### src/rtl/core/array_list_insert_delete_find_core_assert.svh
// Assertion shorthands for the array list core; clk and rst_n come from the including module.
`ifndef ARRAY_LIST_INSERT_DELETE_FIND_CORE_ASSERT_SVH
`define ARRAY_LIST_INSERT_DELETE_FIND_CORE_ASSERT_SVH

// Consequent checked in the same cycle as the antecedent.
`define ALIST_ASSERT_SAME(lbl, ante, cons, msg) \
    lbl: assert property (@(posedge clk) disable iff (!rst_n) (ante) |-> (cons)) \
        else $error(msg);

// Consequent checked in the cycle after the antecedent.
`define ALIST_ASSERT_NEXT(lbl, ante, cons, msg) \
    lbl: assert property (@(posedge clk) disable iff (!rst_n) (ante) |=> (cons)) \
        else $error(msg);

`endif

### src/rtl/core/alist_pkg.sv
`default_nettype none

package alist_pkg;

    localparam int CAPACITY = 16;
    localparam int DATA_W   = 32;
    localparam int IDX_W    = $clog2(CAPACITY);
    localparam int CNT_W    = $clog2(CAPACITY + 1);
    localparam int POS_W    = 5;
    localparam int FOUND_W  = 4;
    localparam int COUNT_W  = 5;

    localparam logic [CNT_W-1:0] CAP_CNT = CNT_W'(CAPACITY);

    typedef enum logic [1:0] {
        OP_FIND   = 2'd0,
        OP_INSERT = 2'd1,
        OP_DELETE = 2'd2
    } op_t;

    typedef enum logic [1:0] {
        STAT_OK      = 2'd0,
        STAT_FULL    = 2'd1,
        STAT_ILLEGAL = 2'd2,
        STAT_EMPTY   = 2'd3
    } status_t;

    typedef struct packed {
        logic             en;
        logic [IDX_W-1:0] addr;
        logic [DATA_W-1:0] data;
    } ram_wr_t;

endpackage

`default_nettype wire

### src/rtl/core/alist_ram.sv
`default_nettype none

module alist_ram
(
    input  wire logic                        clk,
    input  wire alist_pkg::ram_wr_t          wr,
    input  wire logic [alist_pkg::IDX_W-1:0] rd_addr,
    output logic      [alist_pkg::DATA_W-1:0] rd_data
);

    logic [alist_pkg::DATA_W-1:0] mem [alist_pkg::CAPACITY];

    always_ff @(posedge clk)
    begin
        if (wr.en)
        begin
            mem[wr.addr] <= wr.data;
        end
    end

    always_ff @(posedge clk)
    begin
        rd_data <= mem[rd_addr];
    end

endmodule

`default_nettype wire

### src/rtl/core/array_list_insert_delete_find_core.sv
`default_nettype none

// Bounded ordered list of up to 16 signed 32-bit entries held in one synchronous RAM
// (one write and one read port, registered read). Each request is find, insert at a
// position or delete at a position and yields one result with status, found position and
// entry count. Requests are handled one at a time: the RAM port walks the affected entries
// one per cycle, at most count entries for find, count - position for insert and
// count - position - 1 for delete; rejected requests and the unused opcode skip the walk.
// The core is ready for the next request in the same cycle that the result appears.
// The result sits in an output register, so a new request is accepted while the previous
// result waits. Reset empties the list at once.
module array_list_insert_delete_find_core
(
    input  wire logic        clk,
    input  wire logic        rst_n,
    input  wire logic        s_axis_tvalid,
    output logic             s_axis_tready,
    // [1:0] opcode, [33:2] value, [38:34] position, [39] zero
    input  wire logic [39:0] s_axis_tdata,
    output logic             m_axis_tvalid,
    input  wire logic        m_axis_tready,
    // [1:0] status, [5:2] found_position, [10:6] entry_count, [15:11] zero
    output logic      [15:0] m_axis_tdata
);

    localparam int IDX_W  = alist_pkg::IDX_W;
    localparam int CNT_W  = alist_pkg::CNT_W;
    localparam int DATA_W = alist_pkg::DATA_W;

    typedef enum logic [2:0] {
        ST_IDLE = 3'b001,
        ST_WALK = 3'b010,
        ST_EMIT = 3'b100
    } state_t;

    state_t                   state_reg, state_next;
    logic [CNT_W-1:0]         count_reg, count_next;
    logic [CNT_W-1:0]         left_reg, left_next;
    logic                     pend_reg, pend_next;
    logic                     m_valid_reg, m_valid_next;

    logic [IDX_W-1:0]         rd_ptr_reg, rd_ptr_next;
    logic [IDX_W-1:0]         pend_ptr_reg, pend_ptr_next;
    logic                     up_reg, up_next;
    logic [1:0]               op_reg, op_next;
    logic signed [DATA_W-1:0] value_reg, value_next;
    logic [IDX_W-1:0]         pos_reg, pos_next;
    alist_pkg::status_t       res_status_reg, res_status_next;
    logic [IDX_W-1:0]         res_found_reg, res_found_next;
    logic [15:0]              m_data_reg, m_data_next;

    alist_pkg::ram_wr_t       ram_wr;
    logic [IDX_W-1:0]         ram_rd_addr;
    logic [DATA_W-1:0]        ram_rd_data;

    logic                     in_fire;
    logic                     issue;
    logic                     out_free;
    logic [1:0]               in_op;
    logic signed [DATA_W-1:0] in_value;
    logic [alist_pkg::POS_W-1:0] in_pos;

    alist_ram u_ram
    (
        .clk     (clk),
        .wr      (ram_wr),
        .rd_addr (ram_rd_addr),
        .rd_data (ram_rd_data)
    );

    assign in_op    = s_axis_tdata[1:0];
    assign in_value = s_axis_tdata[33:2];
    assign in_pos   = s_axis_tdata[38:34];

    assign s_axis_tready = (state_reg == ST_IDLE);
    assign in_fire       = s_axis_tvalid && s_axis_tready;
    assign issue         = (left_reg != '0);
    assign out_free      = !m_valid_reg || m_axis_tready;
    assign ram_rd_addr   = rd_ptr_reg;

    assign m_axis_tvalid = m_valid_reg;
    assign m_axis_tdata  = m_data_reg;

    always_comb
    begin
        state_next      = state_reg;
        count_next      = count_reg;
        left_next       = left_reg;
        pend_next       = 1'b0;
        m_valid_next    = m_valid_reg;
        rd_ptr_next     = rd_ptr_reg;
        pend_ptr_next   = pend_ptr_reg;
        up_next         = up_reg;
        op_next         = op_reg;
        value_next      = value_reg;
        pos_next        = pos_reg;
        res_status_next = res_status_reg;
        res_found_next  = res_found_reg;
        m_data_next     = m_data_reg;
        ram_wr.en       = 1'b0;
        ram_wr.addr     = pend_ptr_reg;
        ram_wr.data     = ram_rd_data;

        if (m_valid_reg && m_axis_tready)
        begin
            m_valid_next = 1'b0;
        end

        unique case (state_reg)
            ST_IDLE:
            begin
                if (in_fire)
                begin
                    op_next         = in_op;
                    value_next      = in_value;
                    pos_next        = in_pos[IDX_W-1:0];
                    res_status_next = alist_pkg::STAT_OK;
                    res_found_next  = '0;
                    rd_ptr_next     = IDX_W'(count_reg - CNT_W'(1));
                    up_next         = 1'b0;
                    state_next      = ST_EMIT;
                    case (in_op)
                        alist_pkg::OP_FIND:
                        begin
                            left_next  = count_reg;
                            state_next = ST_WALK;
                        end
                        alist_pkg::OP_INSERT:
                        begin
                            if (count_reg >= alist_pkg::CAP_CNT)
                            begin
                                res_status_next = alist_pkg::STAT_FULL;
                            end
                            else if (32'(in_pos) > 32'(count_reg))
                            begin
                                res_status_next = alist_pkg::STAT_ILLEGAL;
                            end
                            else
                            begin
                                // shift from the top entry down to the position
                                left_next  = count_reg - CNT_W'(in_pos);
                                state_next = ST_WALK;
                            end
                        end
                        alist_pkg::OP_DELETE:
                        begin
                            if (32'(in_pos) >= 32'(count_reg))
                            begin
                                res_status_next = alist_pkg::STAT_EMPTY;
                            end
                            else
                            begin
                                // pull entries above the position down by one
                                left_next   = count_reg - CNT_W'(in_pos) - CNT_W'(1);
                                rd_ptr_next = IDX_W'(in_pos) + IDX_W'(1);
                                up_next     = 1'b1;
                                state_next  = ST_WALK;
                            end
                        end
                        default:
                        begin
                            state_next = ST_EMIT;
                        end
                    endcase
                end
            end

            ST_WALK:
            begin
                if (issue)
                begin
                    rd_ptr_next   = up_reg ? rd_ptr_reg + IDX_W'(1) : rd_ptr_reg - IDX_W'(1);
                    left_next     = left_reg - CNT_W'(1);
                    pend_next     = 1'b1;
                    pend_ptr_next = rd_ptr_reg;
                end

                case (op_reg)
                    alist_pkg::OP_FIND:
                    begin
                        if (pend_reg && (ram_rd_data == $unsigned(value_reg)))
                        begin
                            res_found_next = pend_ptr_reg;
                            pend_next      = 1'b0;
                            state_next     = ST_EMIT;
                        end
                        else if (!issue)
                        begin
                            res_status_next = alist_pkg::STAT_EMPTY;
                            pend_next       = 1'b0;
                            state_next      = ST_EMIT;
                        end
                    end
                    alist_pkg::OP_INSERT:
                    begin
                        if (pend_reg)
                        begin
                            ram_wr.en   = 1'b1;
                            ram_wr.addr = pend_ptr_reg + IDX_W'(1);
                        end
                        else if (!issue)
                        begin
                            // slot is open: drop the new value in
                            ram_wr.en   = 1'b1;
                            ram_wr.addr = pos_reg;
                            ram_wr.data = value_reg;
                            count_next  = count_reg + CNT_W'(1);
                            state_next  = ST_EMIT;
                        end
                    end
                    alist_pkg::OP_DELETE:
                    begin
                        if (pend_reg)
                        begin
                            ram_wr.en   = 1'b1;
                            ram_wr.addr = pend_ptr_reg - IDX_W'(1);
                        end
                        if (!issue)
                        begin
                            count_next = count_reg - CNT_W'(1);
                            state_next = ST_EMIT;
                        end
                    end
                    default:
                    begin
                        state_next = ST_EMIT;
                    end
                endcase
            end

            ST_EMIT:
            begin
                if (out_free)
                begin
                    m_valid_next = 1'b1;
                    m_data_next  = {5'd0,
                                    alist_pkg::COUNT_W'(count_reg),
                                    alist_pkg::FOUND_W'(res_found_reg),
                                    res_status_reg};
                    state_next   = ST_IDLE;
                end
            end

            default:
            begin
                state_next = ST_IDLE;
            end
        endcase
    end

    always_ff @(posedge clk or negedge rst_n)
    begin
        if (!rst_n)
        begin
            state_reg   <= ST_IDLE;
            count_reg   <= '0;
            left_reg    <= '0;
            pend_reg    <= 1'b0;
            m_valid_reg <= 1'b0;
        end
        else
        begin
            state_reg   <= state_next;
            count_reg   <= count_next;
            left_reg    <= left_next;
            pend_reg    <= pend_next;
            m_valid_reg <= m_valid_next;
        end
    end

    always_ff @(posedge clk)
    begin
        rd_ptr_reg     <= rd_ptr_next;
        pend_ptr_reg   <= pend_ptr_next;
        up_reg         <= up_next;
        op_reg         <= op_next;
        value_reg      <= value_next;
        pos_reg        <= pos_next;
        res_status_reg <= res_status_next;
        res_found_reg  <= res_found_next;
        m_data_reg     <= m_data_next;
    end

`include "array_list_insert_delete_find_core_assert.svh"

    `ALIST_ASSERT_SAME(a_count_bound, 1'b1, count_reg <= alist_pkg::CAP_CNT, "count above capacity")
    `ALIST_ASSERT_SAME(a_write_in_walk, ram_wr.en, state_reg == ST_WALK, "RAM write outside walk")
    `ALIST_ASSERT_NEXT(a_busy_after_accept, in_fire, !s_axis_tready, "ready right after accept")
    `ALIST_ASSERT_NEXT(a_result_after_emit, (state_reg == ST_EMIT) && out_free, m_axis_tvalid, "result lost")

endmodule

`default_nettype wire

### config.mk
export PLATFORM = sky130hd
export DESIGN_NAME = array_list_insert_delete_find_core
export DESIGN_NICKNAME = d
export VERILOG_FILES = /design/src/rtl/core/alist_pkg.sv /design/src/rtl/core/alist_ram.sv /design/src/rtl/core/array_list_insert_delete_find_core.sv
export VERILOG_INCLUDE_DIRS = /design/src /design/src/rtl/core
export SDC_FILE = /design/constraint.sdc
export NUM_CORES = 1
export LEC_CHECK = 0
export BUFFER_PORTS_ARGS = -buffer_cell sky130_fd_sc_hd__buf_2
export CAP_MARGIN = 10
export CORE_ASPECT_RATIO = 2
export CORE_MARGIN = 8
export CORE_UTILIZATION = 56
export DETAILED_ROUTE_END_ITERATION = 7
export HOLD_SLACK_MARGIN = 0.05
export PLACE_DENSITY = 0.73
export SYNTH_ARGS = -nofsm -noshare
export SYNTH_HDL_FRONTEND = slang
export SYNTH_SLANG_ARGS = --single-unit
### constraint.sdc
create_clock -name clk -period 4.03 [get_ports clk]
set_input_delay 0.2015 -clock clk [delete_from_list [all_inputs] [get_ports clk]]
set_output_delay 0.2015 -clock clk [all_outputs]
set_load 0.02 [all_outputs]
==> insert_results.sql <==
INSERT INTO impl_metrics (metric_group, metric, value, unit) VALUES
('status', 'status', 'completed', ''),
('run', 'cap_viol_max_count', '0', ''),
('setup_path', 'delay_contributed_by_the_slowest_stage_of_the_critical_path', '0.55', 'ns'),
('synth', 'synthCells', '1206', ''),
('die', 'floorplan.initialDensity', '0.564', ''),
('placement', 'placed_area', '0.0261', 'mm²'),
('synth', 'cell_area_synth', '0.0247', 'mm²'),
('die', 'row_count', '109', ''),
('final_layout', 'utilization', '0.643', ''),
('global_route', 'grt_first_pass_wirelength', '80100', 'µm'),
('setup_path', 'worst_path_max_delay_cell', 'sky130_fd_sc_hd__nor2_4', ''),
('final_layout', 'final_cell_count_no_fill', '1935', ''),
('final_layout', 'layout.nets', '1409', ''),
('timing', 'least_margin_pin_slew', '1.05', 'ns'),
('final_layout', 'stdcell_area', '0.0282', 'mm²'),
('setup_path', 'crit_path_end_kind', 'flip-flop', ''),
('clock_network', 'clock_sink_total', '623', ''),
('setup_path', 'cp-start-kind', 'flip-flop', ''),
('global_route', 'grt.total_usage', '0.211', ''),
('die', 'placeableCoreArea', '0.0439', 'mm²'),
('clock_network', 'cts_resized', '0', ''),
('final_layout', 'final.fill_count', '2862', ''),
('detailed_routing', 'detail_route.vias_per_cell', '6.27', ''),
('timing', 'setup_violations', '0', ''),
('pwr', 'power.static_leakage', '9.29', 'nW'),
('timing', 'post_route_clock_period_utilization', '0.878', ''),
('global_route', 'grt_start_max_net_pins', '53', ''),
('synth', 'syn_avg_cell_area', '20.5', 'µm²'),
('synth', 'synth_seq_area_share', '0.740', ''),
('placement', 'post-place-cells', '1799', ''),
('global_route', 'grt-ovfl-total', '0', ''),
('die', 'fp.dieH', '313', 'µm'),
('setup_path', 'worst-path-buf-inv', '2', ''),
('timing', 'grt_setup_unrepaired', 'no', ''),
('detailed_routing', 'drt.antenna.violating_nets', '0', ''),
('setup_path', 'crit_type', 'reg -> reg', ''),
('final_layout', 'layout-area-overhead-vs-synth', '14.1', '%'),
('clock_network', 'worst_setup_hold_path_clk_slew', '0.07', 'ns'),
('final_layout', 'largest_reg_flops', '512', ''),
('setup_path', 'critPathRequiredTime', '4.30', 'ns'),
('timing', 'timing.max_slew.rel_slack', '0.298', ''),
('clock_network', 'ctsRootBufferMaster', 'sky130_fd_sc_hd__clkbuf_16', ''),
('detailed_routing', 'avgRoutedWirePerCell', '27.5', 'µm'),
('placement', 'globalplace.congestion', '0.836', ''),
('setup_path', 'cp.arrival', '3.81', 'ns'),
('final_layout', 'n_antenna_cell', '0', ''),
('clock_network', 'clock_insertion_delay_worst_skew', '0.59', 'ns'),
('setup_path', 'timing.critical_path.max_delay_family', 'simple AND/OR/NAND/NOR gates', ''),
('synth', 'synth.ff_latch_count', '623', ''),
('detailed_routing', 'wirelength', '53200', 'µm'),
('clock_network', 'tritoncts_clock_tree', 'done', ''),
('timing', 'post-route-worst-setup-slack', '0.491', 'ns'),
('timing', 'hold-worst-slack', '0.0743', 'ns'),
('setup_path', 'critPathMaxFanout', '12', ''),
('detailed_routing', 'dr.pass1.iters', '5', ''),
('clock_network', 'h_tree_levels', '2', ''),
('timing', 'final_slew_viol_count', '0', ''),
('timing', 'timing.clock.skew', '0.0189', 'ns'),
('clock_network', 'ctsLongestPathBuffers', '3', ''),
('clock_network', 'cts_setup_buffers', '0', ''),
('placement', 'buffer_ports.inserted', '55', ''),
('synth', 'postSynth.topFlopCell', 'sky130_fd_sc_hd__edfxtp_1', ''),
('synth', 'synth-edff-count', '576', ''),
('synth', 'yosysUniqueCellTypes', '70', ''),
('synth', 'async_flop_share', '0.0241', ''),
('timing', 'finalHoldViolCount', '0', ''),
('pwr', 'irDropWorstVdd', '0.691', 'mV'),
('timing', 'setup_tns_final', '0', 'ns'),
('setup_path', 'r2r_setup_slack', '0.49', 'ns'),
('synth', 'yosys_warnings', '0', ''),
('die', 'die_width', '165', 'µm');
layout by cell type (no fill, tap or decap), types with 15 or more instances in the layout:
cell and instances:
sky130_fd_sc_hd__buf_12 17, sky130_fd_sc_hd__nor2_1 19, sky130_fd_sc_hd__dlygate4sd3_1 41, sky130_fd_sc_hd__clkbuf_1 15, sky130_fd_sc_hd__buf_4 21, sky130_fd_sc_hd__inv_1 27, sky130_fd_sc_hd__ha_1 24, sky130_fd_sc_hd__clkbuf_16 51
sky130_fd_sc_hd__nor2_4 16, sky130_fd_sc_hd__o21ai_0 25, sky130_fd_sc_hd__buf_2 55, sky130_fd_sc_hd__nand3_1 15, sky130_fd_sc_hd__dfxtp_1 32, sky130_fd_sc_hd__nand2_1 35, sky130_fd_sc_hd__mux4_2 160, sky130_fd_sc_hd__edfxtp_1 576
sky130_fd_sc_hd__mux2_2 29, sky130_fd_sc_hd__a21oi_1 19, sky130_fd_sc_hd__xnor2_1 35
cells in the mapped netlist (3+ instances only):
cell type                  number  area [µm²]
sky130_fd_sc_hd__o21a_1         3        22.5
sky130_fd_sc_hd__buf_2         21         105
sky130_fd_sc_hd__nor2_1        35         131
sky130_fd_sc_hd__inv_1         28         105
sky130_fd_sc_hd__nand3_1       15        75.1
sky130_fd_sc_hd__nand2_1       35         131
sky130_fd_sc_hd__nand3b_1       4        30.0
sky130_fd_sc_hd__nor3_1         6        30.0
sky130_fd_sc_hd__nand4_1        8        50.1
sky130_fd_sc_hd__buf_4          6        45.0
sky130_fd_sc_hd__a21oi_1       19        95.1
sky130_fd_sc_hd__xor2_1        11        96.3
sky130_fd_sc_hd__o21ai_0       26         130
sky130_fd_sc_hd__nor2b_1        6        37.5
sky130_fd_sc_hd__xnor2_1       35         307
sky130_fd_sc_hd__mux4_2       160        3600
sky130_fd_sc_hd__dfrtp_1       14         350
sky130_fd_sc_hd__ha_1          24         300
sky130_fd_sc_hd__clkbuf_1      19        71.3
sky130_fd_sc_hd__or3_1          3        18.8
sky130_fd_sc_hd__dfxtp_1       32         641
sky130_fd_sc_hd__buf_1         10        37.5
sky130_fd_sc_hd__mux2i_1        4        40.0
sky130_fd_sc_hd__nand2b_1       8        50.1
sky130_fd_sc_hd__nand4b_1       3        26.3
sky130_fd_sc_hd__mux2_2        29         327
sky130_fd_sc_hd__a31oi_1        3        18.8
sky130_fd_sc_hd__o211ai_1       8        60.1
sky130_fd_sc_hd__a21o_1         3        22.5
sky130_fd_sc_hd__edfxtp_1     576       17300
cell type report:
type	count	area, µm²	share of cell area
Tap cell	555	694	0.0246
Clock inverter	25	385	0.0136
Inverter	30	114	0.00403
Clock buffer	69	1370	0.0486
Timing Repair Buffer	134	1180	0.0419
Sequential cell	623	18300	0.648
Multi-Input combinational cell	499	6180	0.219
worst paths after layout:
path,from,endpoint,cells after the start
min,rst_n,state_reg[1],2
max in group asynchronous,rst_n,state_reg[0],2
min reg2reg,res_status_reg[1],m_axis_tdata[1],0
max,op_reg[0],u_ram.mem[7][18],9
min in group clk,s_axis_tdata[29],value_reg[27],2
max reg2reg,op_reg[0],u_ram.mem[7][18],9
where the power goes:
group / total, mW / switching, mW / internal, mW
clock: 5.23 / 2.23 / 2.99
sequential: 8.74 / 0.426 / 8.32
combinational: 4.25 / 2.39 / 1.86
total: 18.2 / 5.05 / 13.2
cells by family after synthesis:
family,count (synthesis),share of synthesized area
AOI/OAI and AO/OA,88,0.0235
xor gates and xnor gates,46,0.0163
adders and majority gates,26,0.0138
buffers and inverters,88,0.0160
DFF,623,0.740
muxes,193,0.160
other,1,0.000152
and+or+nand+nor,141,0.0299
per-layer routing:
layer / track usage / part of all wire / vias up
li1: - / - / 5188
met1: 0.266 / 0.38 / 6362
met2: 0.368 / 0.53 / 466
met3: 0.0262 / 0.054 / 113
met4: 0.0740 / 0.032 / 0
met5: 0 / 0 / -
Power figures use the tool's default switching activity.
